File: config.mk
export PLATFORM = sky130hd
export DESIGN_NAME = edf_periodic_job_scheduler
export DESIGN_NICKNAME = d
export VERILOG_FILES = /design/src/sv/edfs_pkg.sv /design/src/sv/edfs_ram.sv /design/src/sv/edfs_div.sv /design/src/sv/edf_periodic_job_scheduler.sv
export SDC_FILE = /design/constraint.sdc
export NUM_CORES = 2
export LEC_CHECK = 0
export BUFFER_PORTS_ARGS = -buffer_cell sky130_fd_sc_hd__buf_2
export CORE_ASPECT_RATIO = 1.5
export CORE_MARGIN = 1.5
export CORE_UTILIZATION = 46
export CTS_CLUSTER_DIAMETER = 100
export DETAILED_ROUTE_END_ITERATION = 8
export GPL_TIMING_DRIVEN = 0
export PLACE_DENSITY_LB_ADDON = 0.08
export SETUP_SLACK_MARGIN = 0.4
export SYNTH_ARGS = -nofsm -noshare
export SYNTH_HDL_FRONTEND = slang
export SYNTH_SLANG_ARGS = --single-unit
File: constraint.sdc
create_clock -name clk -period 9.9 [get_ports clk]
set_input_delay 1.98 -clock clk [delete_from_list [all_inputs] [get_ports clk]]
set_output_delay 1.98 -clock clk [all_outputs]
set_load 0.1 [all_outputs]
File: src/sv/edfs_pkg.sv
package edfs_pkg;

    localparam int MaxTasksDefault = 32;
    localparam int IdSpace = 32;
    localparam int IdW = 5;
    localparam int PeriodW = 31;
    localparam int DlW = 32;
    localparam int CountW = 6;

    typedef enum logic [1:0] {
        ACT_ADD  = 2'd0,
        ACT_TICK = 2'd1,
        ACT_DONE = 2'd2,
        ACT_NONE = 2'd3
    } action_t;

    typedef enum logic [1:0] {
        ST_OK   = 2'd0,
        ST_FULL = 2'd1,
        ST_IDLE = 2'd2
    } status_t;

    typedef enum logic [3:0] {
        S_IDLE,
        S_ADD_RD,
        S_ADD_WR,
        S_TICK_RD,
        S_TICK_DIV,
        S_TICK_WR,
        S_REQ,
        S_SCAN_RD,
        S_SCAN_CMP,
        S_DISP,
        S_OUT
    } state_t;

    typedef struct packed {
        logic        start;
        logic [DlW-1:0] dividend;
        logic [PeriodW-1:0] divisor;
    } div_req_t;

    typedef struct packed {
        logic        busy;
        logic        done;
        logic        zero_rem;
    } div_rsp_t;

endpackage

File: src/sv/edfs_ram.sv
module edfs_ram #(
    parameter int Width = 32,
    parameter int Depth = 32
) (
    input  logic                     clk,
    input  logic                     we,
    input  logic [$clog2(Depth)-1:0] waddr,
    input  logic [Width-1:0]         wdata,
    input  logic [$clog2(Depth)-1:0] raddr,
    output logic [Width-1:0]         rdata
);

    logic [Width-1:0] mem [Depth];

    always_ff @(posedge clk)
    begin
        if (we)
        begin
            mem[waddr] <= wdata;
        end
        rdata <= mem[raddr];
    end

endmodule

File: src/sv/edfs_div.sv
module edfs_div (
    input  logic                clk,
    input  logic                rst_n,
    input  edfs_pkg::div_req_t  req,
    output edfs_pkg::div_rsp_t  rsp
);

    localparam int DlW = edfs_pkg::DlW;

    logic [DlW-1:0] rem_reg, rem_next;
    logic [DlW-1:0] quo_reg, quo_next;
    logic [DlW-1:0] dvs_reg, dvs_next;
    logic [5:0]     cnt_reg, cnt_next;
    logic           busy_reg, busy_next;
    logic           done_reg, done_next;
    logic [DlW:0]   trial;
    logic [DlW:0]   shifted;

    always_comb
    begin
        shifted   = {rem_reg, quo_reg[DlW-1]};
        trial     = shifted - {1'b0, dvs_reg};
        rem_next  = rem_reg;
        quo_next  = quo_reg;
        dvs_next  = dvs_reg;
        cnt_next  = cnt_reg;
        busy_next = busy_reg;
        done_next = 1'b0;
        if (req.start)
        begin
            rem_next  = '0;
            quo_next  = req.dividend;
            dvs_next  = {1'b0, req.divisor};
            cnt_next  = 6'(DlW);
            busy_next = 1'b1;
        end
        else if (busy_reg)
        begin
            quo_next = {quo_reg[DlW-2:0], 1'b0};
            if (!trial[DlW])
            begin
                rem_next = trial[DlW-1:0];
            end
            else
            begin
                rem_next = shifted[DlW-1:0];
            end
            cnt_next = cnt_reg - 6'd1;
            if (cnt_reg == 6'd1)
            begin
                busy_next = 1'b0;
                done_next = 1'b1;
            end
        end
    end

    always_ff @(posedge clk or negedge rst_n)
    begin
        if (!rst_n)
        begin
            busy_reg <= 1'b0;
            done_reg <= 1'b0;
            cnt_reg  <= '0;
        end
        else
        begin
            busy_reg <= busy_next;
            done_reg <= done_next;
            cnt_reg  <= cnt_next;
        end
    end

    always_ff @(posedge clk)
    begin
        rem_reg <= rem_next;
        quo_reg <= quo_next;
        dvs_reg <= dvs_next;
    end

    assign rsp.busy     = busy_reg;
    assign rsp.done     = done_reg;
    assign rsp.zero_rem = (rem_reg == '0);

endmodule

File: src/sv/edf_periodic_job_scheduler.sv
// one item at a time
// a tick checks each eligible task with the 32-step shared remainder unit, one task at a time
// rst_n clears used, pending, running state and tick count at once, no clearing pass
// task and deadline memories are undefined until written
module edf_periodic_job_scheduler #(
    parameter int MAX_TASKS = edfs_pkg::MaxTasksDefault
) (
    input  logic                         clk,
    input  logic                         rst_n,
    input  logic                         in_valid,
    output logic                         in_ready,
    input  logic [1:0]                   action,
    input  logic [edfs_pkg::IdW-1:0]     task_id,
    input  logic [edfs_pkg::PeriodW-1:0] period,
    input  logic [edfs_pkg::DlW-1:0]     first_deadline,
    output logic                         out_valid,
    input  logic                         out_ready,
    output logic                         running_valid,
    output logic [edfs_pkg::IdW-1:0]     running_task,
    output logic [edfs_pkg::DlW-1:0]     running_deadline,
    output logic [edfs_pkg::CountW-1:0]  ready_count,
    output logic [1:0]                   status
);

    localparam int IdW = edfs_pkg::IdW;
    localparam int PW = edfs_pkg::PeriodW;
    localparam int DlW = edfs_pkg::DlW;
    localparam int CW = edfs_pkg::CountW;
    localparam int N = (MAX_TASKS < edfs_pkg::IdSpace) ? MAX_TASKS : edfs_pkg::IdSpace;
    localparam int AW = (N > 1) ? $clog2(N) : 1;
    localparam int IW = AW + 1;

    edfs_pkg::state_t state_reg, state_next;

    logic [N-1:0] used_reg, used_next;
    logic [N-1:0] pend_reg, pend_next;
    logic [DlW-1:0] tick_reg, tick_next;
    logic run_v_reg, run_v_next;
    logic [IdW-1:0] run_t_reg, run_t_next;
    logic [DlW-1:0] run_d_reg, run_d_next;
    logic [IdW-1:0] id_reg, id_next;
    logic [PW-1:0] per_reg, per_next;
    logic [DlW-1:0] first_reg, first_next;
    logic [1:0] st_reg, st_next;
    logic [IW-1:0] idx_reg, idx_next;
    logic found_reg, found_next;
    logic [AW-1:0] best_reg, best_next;
    logic [DlW-1:0] bestd_reg, bestd_next;
    logic [CW-1:0] cnt_reg, cnt_next;
    logic ov_reg, ov_next;

    logic tp_we, td_we, jd_we;
    logic [AW-1:0] tp_wa, td_wa, jd_wa, tp_ra, td_ra, jd_ra;
    logic [PW-1:0] tp_wd, tp_rd;
    logic [DlW-1:0] td_wd, td_rd, jd_wd, jd_rd;

    edfs_pkg::div_req_t dreq;
    edfs_pkg::div_rsp_t drsp;

    edfs_ram #(.Width(PW), .Depth(N)) u_period (
        .clk(clk), .we(tp_we), .waddr(tp_wa), .wdata(tp_wd), .raddr(tp_ra), .rdata(tp_rd)
    );
    edfs_ram #(.Width(DlW), .Depth(N)) u_task_dl (
        .clk(clk), .we(td_we), .waddr(td_wa), .wdata(td_wd), .raddr(td_ra), .rdata(td_rd)
    );
    edfs_ram #(.Width(DlW), .Depth(N)) u_job_dl (
        .clk(clk), .we(jd_we), .waddr(jd_wa), .wdata(jd_wd), .raddr(jd_ra), .rdata(jd_rd)
    );
    edfs_div u_div (.clk(clk), .rst_n(rst_n), .req(dreq), .rsp(drsp));

    logic [AW-1:0] idx_a;
    logic [AW-1:0] id_a;
    logic id_ok;
    logic idx_run;
    logic [DlW-1:0] sum_dl;

    assign idx_a = idx_reg[AW-1:0];
    assign id_a  = id_reg[AW-1:0];
    assign id_ok = ({{(32-IdW){1'b0}}, id_reg} < 32'(N));
    assign idx_run = run_v_reg && ({{(32-IdW){1'b0}}, run_t_reg} == 32'(idx_reg));
    assign sum_dl = td_rd + {1'b0, tp_rd};

    always_comb
    begin
        state_next = state_reg;
        case (state_reg)
            edfs_pkg::S_IDLE:
            begin
                if (in_valid && !ov_reg)
                begin
                    case (edfs_pkg::action_t'(action))
                        edfs_pkg::ACT_ADD:  state_next = edfs_pkg::S_ADD_RD;
                        edfs_pkg::ACT_TICK: state_next = edfs_pkg::S_TICK_RD;
                        edfs_pkg::ACT_DONE: state_next = edfs_pkg::S_SCAN_RD;
                        default:            state_next = edfs_pkg::S_OUT;
                    endcase
                end
            end
            edfs_pkg::S_ADD_RD:   state_next = id_ok ? edfs_pkg::S_ADD_WR : edfs_pkg::S_OUT;
            edfs_pkg::S_ADD_WR:   state_next = edfs_pkg::S_REQ;
            edfs_pkg::S_TICK_RD:
            begin
                if (idx_reg == IW'(N))
                begin
                    state_next = edfs_pkg::S_SCAN_RD;
                end
                else if (used_reg[idx_a] && !pend_reg[idx_a] && !idx_run)
                begin
                    state_next = edfs_pkg::S_TICK_DIV;
                end
            end
            edfs_pkg::S_TICK_DIV:
            begin
                if (tp_rd == '0)
                begin
                    state_next = edfs_pkg::S_TICK_RD;
                end
                else if (drsp.done)
                begin
                    state_next = drsp.zero_rem ? edfs_pkg::S_TICK_WR : edfs_pkg::S_TICK_RD;
                end
            end
            edfs_pkg::S_TICK_WR:  state_next = edfs_pkg::S_TICK_RD;
            edfs_pkg::S_REQ:      state_next = edfs_pkg::S_OUT;
            edfs_pkg::S_SCAN_RD:
            begin
                state_next = (idx_reg == IW'(N)) ? edfs_pkg::S_DISP : edfs_pkg::S_SCAN_CMP;
            end
            edfs_pkg::S_SCAN_CMP: state_next = edfs_pkg::S_SCAN_RD;
            edfs_pkg::S_DISP:     state_next = edfs_pkg::S_REQ;
            edfs_pkg::S_OUT:      state_next = edfs_pkg::S_IDLE;
            default:              state_next = edfs_pkg::S_IDLE;
        endcase
    end

    always_comb
    begin
        used_next  = used_reg;
        pend_next  = pend_reg;
        tick_next  = tick_reg;
        run_v_next = run_v_reg;
        run_t_next = run_t_reg;
        run_d_next = run_d_reg;
        id_next    = id_reg;
        per_next   = per_reg;
        first_next = first_reg;
        st_next    = st_reg;
        idx_next   = idx_reg;
        found_next = found_reg;
        best_next  = best_reg;
        bestd_next = bestd_reg;
        cnt_next   = cnt_reg;
        ov_next    = ov_reg;
        tp_we = 1'b0; tp_wa = id_a; tp_wd = per_reg;
        td_we = 1'b0; td_wa = id_a; td_wd = first_reg;
        jd_we = 1'b0; jd_wa = id_a; jd_wd = first_reg;
        tp_ra = id_a; td_ra = id_a; jd_ra = idx_a;
        dreq.start    = 1'b0;
        dreq.dividend = tick_reg;
        dreq.divisor  = tp_rd;
        if (ov_reg && out_ready)
        begin
            ov_next = 1'b0;
        end
        case (state_reg)
            edfs_pkg::S_IDLE:
            begin
                if (in_valid && !ov_reg)
                begin
                    id_next    = task_id;
                    per_next   = period;
                    first_next = first_deadline;
                    st_next    = edfs_pkg::ST_OK;
                    idx_next   = '0;
                    found_next = 1'b0;
                    if (edfs_pkg::action_t'(action) == edfs_pkg::ACT_TICK)
                    begin
                        tick_next = tick_reg + 32'd1;
                    end
                    if (edfs_pkg::action_t'(action) == edfs_pkg::ACT_DONE)
                    begin
                        if (!run_v_reg)
                        begin
                            st_next = edfs_pkg::ST_IDLE;
                        end
                        run_v_next = 1'b0;
                    end
                end
            end
            edfs_pkg::S_ADD_RD:
            begin
                if (!id_ok)
                begin
                    st_next = edfs_pkg::ST_FULL;
                end
            end
            edfs_pkg::S_ADD_WR:
            begin
                if (!used_reg[id_a] || tp_rd != per_reg)
                begin
                    used_next[id_a] = 1'b1;
                    tp_we = 1'b1;
                    td_we = 1'b1;
                end
                if (!pend_reg[id_a] && !(run_v_reg && run_t_reg == id_reg))
                begin
                    pend_next[id_a] = 1'b1;
                    jd_we = 1'b1;
                end
            end
            edfs_pkg::S_TICK_RD:
            begin
                tp_ra = idx_a;
                td_ra = idx_a;
                if (idx_reg != IW'(N) && !(used_reg[idx_a] && !pend_reg[idx_a] && !idx_run))
                begin
                    idx_next = idx_reg + IW'(1);
                end
                if (idx_reg == IW'(N))
                begin
                    idx_next = '0;
                    if (run_v_reg && {{(32-IdW){1'b0}}, run_t_reg} < 32'(N))
                    begin
                        pend_next[run_t_reg[AW-1:0]] = 1'b1;
                        jd_we = 1'b1;
                        jd_wa = run_t_reg[AW-1:0];
                        jd_wd = run_d_reg;
                    end
                    run_v_next = 1'b0;
                end
            end
            edfs_pkg::S_TICK_DIV:
            begin
                tp_ra = idx_a;
                td_ra = idx_a;
                dreq.start = !drsp.busy && !drsp.done && tp_rd != '0;
                if (tp_rd == '0 || (drsp.done && !drsp.zero_rem))
                begin
                    idx_next = idx_reg + IW'(1);
                end
            end
            edfs_pkg::S_TICK_WR:
            begin
                tp_ra = idx_a;
                td_ra = idx_a;
                if (tp_rd != '0)
                begin
                    td_we = 1'b1; td_wa = idx_a; td_wd = sum_dl;
                    jd_we = 1'b1; jd_wa = idx_a; jd_wd = sum_dl;
                    pend_next[idx_a] = 1'b1;
                end
                idx_next = idx_reg + IW'(1);
            end
            edfs_pkg::S_SCAN_RD:
            begin
                if (idx_reg == IW'(N))
                begin
                    idx_next = '0;
                end
            end
            edfs_pkg::S_SCAN_CMP:
            begin
                if (pend_reg[idx_a] && (!found_reg || jd_rd < bestd_reg))
                begin
                    found_next = 1'b1;
                    best_next  = idx_a;
                    bestd_next = jd_rd;
                end
                idx_next = idx_reg + IW'(1);
                jd_ra = idx_next[AW-1:0];
            end
            edfs_pkg::S_DISP:
            begin
                run_v_next = found_reg;
                run_t_next = found_reg ? IdW'(best_reg) : '0;
                run_d_next = found_reg ? bestd_reg : '0;
                if (found_reg)
                begin
                    pend_next[best_reg] = 1'b0;
                end
            end
            edfs_pkg::S_REQ:
            begin
                cnt_next = CW'($countones(pend_reg));
            end
            edfs_pkg::S_OUT:
            begin
                ov_next = 1'b1;
            end
            default:
            begin
            end
        endcase
    end

    always_ff @(posedge clk or negedge rst_n)
    begin
        if (!rst_n)
        begin
            state_reg <= edfs_pkg::S_IDLE;
            used_reg  <= '0;
            pend_reg  <= '0;
            tick_reg  <= '0;
            run_v_reg <= 1'b0;
            run_t_reg <= '0;
            run_d_reg <= '0;
            ov_reg    <= 1'b0;
            idx_reg   <= '0;
            found_reg <= 1'b0;
            cnt_reg   <= '0;
            st_reg    <= '0;
        end
        else
        begin
            state_reg <= state_next;
            used_reg  <= used_next;
            pend_reg  <= pend_next;
            tick_reg  <= tick_next;
            run_v_reg <= run_v_next;
            run_t_reg <= run_t_next;
            run_d_reg <= run_d_next;
            ov_reg    <= ov_next;
            idx_reg   <= idx_next;
            found_reg <= found_next;
            cnt_reg   <= cnt_next;
            st_reg    <= st_next;
        end
    end

    always_ff @(posedge clk)
    begin
        id_reg    <= id_next;
        per_reg   <= per_next;
        first_reg <= first_next;
        best_reg  <= best_next;
        bestd_reg <= bestd_next;
    end

    assign in_ready         = (state_reg == edfs_pkg::S_IDLE) && !ov_reg;
    assign out_valid        = ov_reg;
    assign running_valid    = run_v_reg;
    assign running_task     = run_v_reg ? run_t_reg : '0;
    assign running_deadline = run_v_reg ? run_d_reg : '0;
    assign ready_count      = cnt_reg;
    assign status           = st_reg;

endmodule

# Yosys cells after proc, flatten, opt, wreduce, memory -nomap -nowiden
# Memories as Yosys holds them, arrays and structs flattened. A register that Yosys moved wholly into a read port is not among the register bits.
# Cells that the tools add are included.
[word_totals]
regBits = 362
latchBits = 0
mem_bits_rw = 3040
romBits = 0
in_bits = 74
mem_count = 3
[classes]
addsub = 36
mul = 0
n_div = 0
n_lt_le_gt_ge = 9
eq_ne = 31
shifts = 0
n_mux = 90
bitwise = 6
n_reduce_logical = 54
[memory_table]
columns = ["memory", "words", "word_bits", "rd", "rd_clocked_by_memory_dff", "write_ports", "line_no", "source"]
rows = [
  ["u_job_dl.mem", 32, 32, 1, 1, 1, "edfs_ram.sv:13", "logic [Width-1:0] mem [Depth];"],
  ["u_task_dl.mem", 32, 32, 1, 1, 1, "edfs_ram.sv:13", ""],
  ["u_period.mem", 32, 31, 1, 1, 1, "edfs_ram.sv:13", ""],
]
[ops]
columns = ["op", "count"]
rows = [
  ["$mux 32", 14],
  ["$or 32x32->32", 4],
  ["$pmux 32 s4", 1],
  ["$pmux 32 s2", 1],
  ["$mux 6", 7],
  ["$mux 5", 8],
  ["$pmux 4 s9", 1],
  ["$mux 1", 35],
  ["$sub 33x31->33", 1],
  ["$add 1x1->2", 16],
  ["$add 32x1->32 const B", 1],
  ["$add 32x31->32", 1],
  ["$and 32x32->32", 1],
  ["$logic_not 32->1", 1],
  ["$lt 32x32->1", 1],
  ["$not 32->32", 1],
  ["$logic_not 31->1", 1],
  ["$ne 31x31->1", 1],
  ["$reduce_bool 31->1", 1],
  ["$pmux 6 s5", 1],
  ["$add 2x2->3", 8],
  ["$lt 5x6->1 const B", 4],
  ["$bmux 1 s5", 4],
  ["$demux 1 s5", 4],
  ["43 further kinds", 108],
]

# Depth between registers and ports, before layout
[depth]
word_depth = 10
ltp_mapped = 16
ltp_nobuf = 16

# Cells and area by module
# From an unflattened synthesis, not the netlist that was laid out.
[unflattened]
cells_unflattened = 8946
area_unflattened_um2 = 142694.4
[modules_own_cells]
columns = ["module", "n_inst", "cells_per_inst", "area_each_um2", "seq_area_each_um2"]
rows = [
  ["edfs_ram at u_job_dl ...", 2, 2260, 40485.1, 31390.1],
  ["edfs_ram at u_period", 1, 2192, 39163.8, 30409.2],
  ["edf_periodic_job_scheduler", 1, 1645, 16529.6, 6981.7],
  ["edfs_div", 1, 589, 6030.8, 2732.6],
]

# Least setup slack after synthesis
# No wires, ideal clock.
[synth_timing]
path_kind = "register to register"
start = "register ov_reg (netlist: out_valid)"
end = "register first_reg[0], enable pin"
arrival_time_ps = 4819
required_ps = 9477
path_slack_ps = 4658
path_stages_with_launch = 6
path_buffers = 0
synth_period_minus_slack_ps = 5242
path_cell_list = "dfrtp_1 inv_1 nand2_1 nor3_1 nand2_1 inv_1"
[synth_via]
elab_chain_cells = 3
[synth_rtl]
columns = ["element", "line_no", "source"]
rows = [
  ["start: declaration", "edf_periodic_job_scheduler.sv:50", "logic ov_reg, ov_next;"],
  ["start signal: assignment", "edf_periodic_job_scheduler.sv:322", "ov_reg <= ov_next;"],
  ["$logic_not 1->1", "edf_periodic_job_scheduler.sv:168", "if (in_valid && !ov_reg)"],
  ["$logic_and 1x1->1", "edf_periodic_job_scheduler.sv:168", ""],
  ["$reduce_and 2->1 (no line)", "--", ""],
  ["end signal: assignment", "edf_periodic_job_scheduler.sv:334", "first_reg <= first_next;"],
  ["end: declaration", "edf_periodic_job_scheduler.sv:43", "logic [DlW-1:0] first_reg, first_next;"],
]
# No other way between the ends.
# A chain may end at the register's enable or synchronous reset.

# Final worst setup path
[layout_timing]
start = "register state_reg[2]"
end = "register u_task_dl.rdata[8] (read register of u_task_dl.mem)"
[layout_via]
elab_chain_cells = 3
word_cells_on_any_way = 5
classes_between = "eq/ne: 3; mux: 1; reduce/logical: 1"
[layout_rtl]
columns = ["element", "line_no", "source"]
rows = [
  ["start: declaration", "edf_periodic_job_scheduler.sv:33", "edfs_pkg::state_t state_reg, state_next;"],
  ["start signal: assignment", "edf_periodic_job_scheduler.sv:300", "state_reg <= edfs_pkg::S_IDLE;"],
  ["start signal: assignment", "edf_periodic_job_scheduler.sv:315", "state_reg <= state_next;"],
  ["$eq 4x3->1 or $eq 4x2->1 (tied branches)", "edf_periodic_job_scheduler.sv:165", "case (state_reg)"],
  ["$reduce_or 3->1 (no line) (*)", "--", ""],
  ["$mux 5 (*)", "edf_periodic_job_scheduler.sv:165", ""],
  ["end: declaration", "edfs_ram.sv:10", "output logic [Width-1:0] rdata"],
]
# Mark *: on every way between the ends. The rest lies on a longest branch, timed or not.

==> metrics <==
failing checks max-capacitance violations, max-slew violations; Post-synth EDFFs 3208; most frequent cells after synthesis edfxtp_1, nand2_1, mux4_2; largest net degree at the start of global routing 105; Port Buffers 120; period utilization 63.0%; core area 0.304 mm²; Final Setup Violations 0; clk sinks 3496; VDD IR-drop max 0.159 mV; Die ar. 0.309 mm²; RSZ-0062 raised after global routing no; clk slew on worst S/H paths 0.07 ns; Pwr Density 179 mW/mm²; Clock Skews 0.0496 ns; minimum clock period 6.23 ns; Setup Fix Bufs, Post-CTS 0; crit path DAT 6.88 ns; placed insts 12100; critical path fanouts, max 10; DRC 0; GP Congestion 0.905; Post-Syn Area per Cell 17.9 µm²; Layout area overhead 14.4%; Worst-Margin Slew 1.53 ns; final hold violation count 0; FMAX 160 MHz; Slew headroom -2.42%; biggest area consumer among synthesized cells edfxtp_1; critical path launch point type flop; status finished, violations left; Chip Width 454 µm; DRT Pass-1 Iters 6; Lkg Pwr 53.9 nW; layout cells sized above 1 21.0%; Core Util, Final 52.8%; syn_nets 8034; total of warnings raised by yosys 0; largest cells by area after synthesis edfxtp_1, mux4_2, dfrtp_1, mux2i_1, nand2_1; Clock Path Buffers 4; asr flop ratio synth 4.61%; TritonCTS clock tree built; initial core utilization 46.2%; Synth Flop Type edfxtp_1; top-count cell post-synth edfxtp_1; Post-CTS Hold Buffers 0; min-delay worst type flop to flop; Avg WL per Cell 35.5 µm; Final Max Tran Viols 10; Nets 8647; total wire length 452 mm; GRT Util Overall 29.2%; Vias/cell 6.13; CP endpoint kind flop; PostCTS Resize Cnt 0; post-route insts no fill 12700; htree depth 5; Crit Path Class flop to flop; Fillers 24300; Die Height 680 µm; CTS root buf clkbuf_16; vias 78100; share of the synthesized area in the top cell type 68.6%; vias in the first global route 79100; initial antenna violation count 21; Largest regs u_job_dl.mem (1024), u_task_dl.mem (1024), u_period.mem (992); Seq/Total Area, Yosys 73.3%; CTS buffer count 344; Max Cap Viol 1; Final ANT Viol Nets 0; first-pass GRT wire length 621 mm; count of cell types in the netlist 87; post-DP HPWL 315 mm; post-synthesis cell count 7827; clock latency on the worst-skew pair 0.91 ns; WP data required 10.55 ns; initial drt markers 9270; cell area after synthesis 0.140 mm²; top-level I/O count 122; total grt overflow 0; flops & latches, synth 3496; Core Rows 248
-- cell type report --
cell class	instances	area [µm²]	share of cell area, %
plain buffers	414	2000	1.25
flip-flops and latches	3496	103000	64.1
clock buffers	447	9330	5.81
diodes	36	90.1	0.0561
clock inverters	167	1440	0.896
multi-input cells	3746	35600	22.2
inverters	171	647	0.403
well taps	4000	5000	3.12
repair buffers	267	3520	2.19
-- routing by layer --
metal | global-route usage (%) | routed length [µm] | vias up
met5 | 0 | 11 | -
met4 | 13.4 | 23600 | 2
met3 | 4.04 | 28500 | 793
met2 | 52.0 | 239000 | 3296
met1 | 34.8 | 161000 | 41700
li1 | - | - | 32300
-- logic make-up (layout without fill, tap and decap cells) --
group	count (synthesis)	after routing	share of synthesized area (%)
compound gates	941	941	4.24
xor+xnor	132	132	0.829
fa+ha+maj	133	133	1.32
buf+inv	585	1466	1.88
flops	3496	3496	73.3
mux	1058	1058	13.6
other cells	1	37	0.00267
simple gates	1481	1481	4.78
-- through the flow --
stage	setup slack [ns]	hold WS, ns	setup TNS [ns]	power (W)	area, µm²
after detailed placement	3.98	0.422	0	0.0162	150000
after global routing	3.77	0.449	0	0.0295	161000
after CTS	3.91	0.431	0	0.0290	160000
after floorplan	4.66	0.400	0	0.0162	140000
final	3.67	0.423	0	0.0288	161000
after global placement	-0.354	0.420	-20.61	0.0162	146000
-- critical path, cell delays in order, from the launching register on --
cell and delay (ns):
dfrtp_1 0.38, buf_6 0.14, nand2b_4 0.13, a211oi_2 0.66
buf_4 0.31, mux2i_2 0.70, nor2_2 0.28, nand2_1 0.71
clkbuf_1 0.96, o22ai_1 0.20, a2111oi_0 1.19, a221oi_1 0.30
-- layout by cell type (no fill, tap or decap), types with 49 or more instances in the layout --
| master | netlist | layout |
|---|---|---|
| nor2_4 | 0 | 54 |
| mux2i_1 | 333 | 332 |
| clkbuf_1 | 188 | 264 |
| ha_1 | 107 | 107 |
| buf_2 | 130 | 249 |
| nand2_1 | 824 | 817 |
| a21o_1 | 58 | 57 |
| nand3_1 | 126 | 126 |
| clkbuf_16 | 0 | 352 |
| dfrtp_1 | 161 | 161 |
| and2_1 | 49 | 49 |
| dfxtp_1 | 127 | 127 |
| xnor2_1 | 84 | 82 |
| o21ai_0 | 121 | 103 |
| o22ai_1 | 140 | 137 |
| clkinv_2 | 0 | 50 |
| a22oi_1 | 61 | 61 |
| inv_1 | 170 | 153 |
| buf_4 | 63 | 64 |
| mux4_2 | 678 | 678 |
| nor4_1 | 104 | 103 |
| buf_12 | 0 | 99 |
| edfxtp_1 | 3208 | 3208 |
| nor2_1 | 162 | 106 |
| a21oi_1 | 326 | 324 |
| clkinv_1 | 1 | 67 |
-- path summary, 6_finish.rpt --
check | end | cells after the start | from | slack, ns
setup / recovery | u_task_dl.rdata[8]$_DFF_P_ | 11 | state_reg[2]$_DFFE_PN0P_ | 3.67
min in group asynchronous | out_valid$_DFFE_PN0P_ | 1 | rst_n | 1.02
hold / removal | bestd_reg[23]$_DFFE_PP_ | 0 | u_job_dl.rdata[23]$_DFF_P_ | 0.42
max in group asynchronous | run_d_reg[28]$_DFFE_PN0P_ | 2 | rst_n | 7.85
setup reg to reg | u_task_dl.rdata[8]$_DFF_P_ | 11 | state_reg[2]$_DFFE_PN0P_ | 3.67
hold reg to reg | bestd_reg[23]$_DFFE_PP_ | 0 | u_job_dl.rdata[23]$_DFF_P_ | 0.42
-- report_power, final --
| part | internal [W] | switching, W | leakage [nW] |
|---|---|---|---|
| registers | 0.0159 | 0.0000000000000000000232 | 32.0 |
| clock network | 0.00720 | 0.00566 | 5.26 |
| logic | 0.0000123 | 0.0000304 | 16.6 |
(Power assumes the default switching activity.)
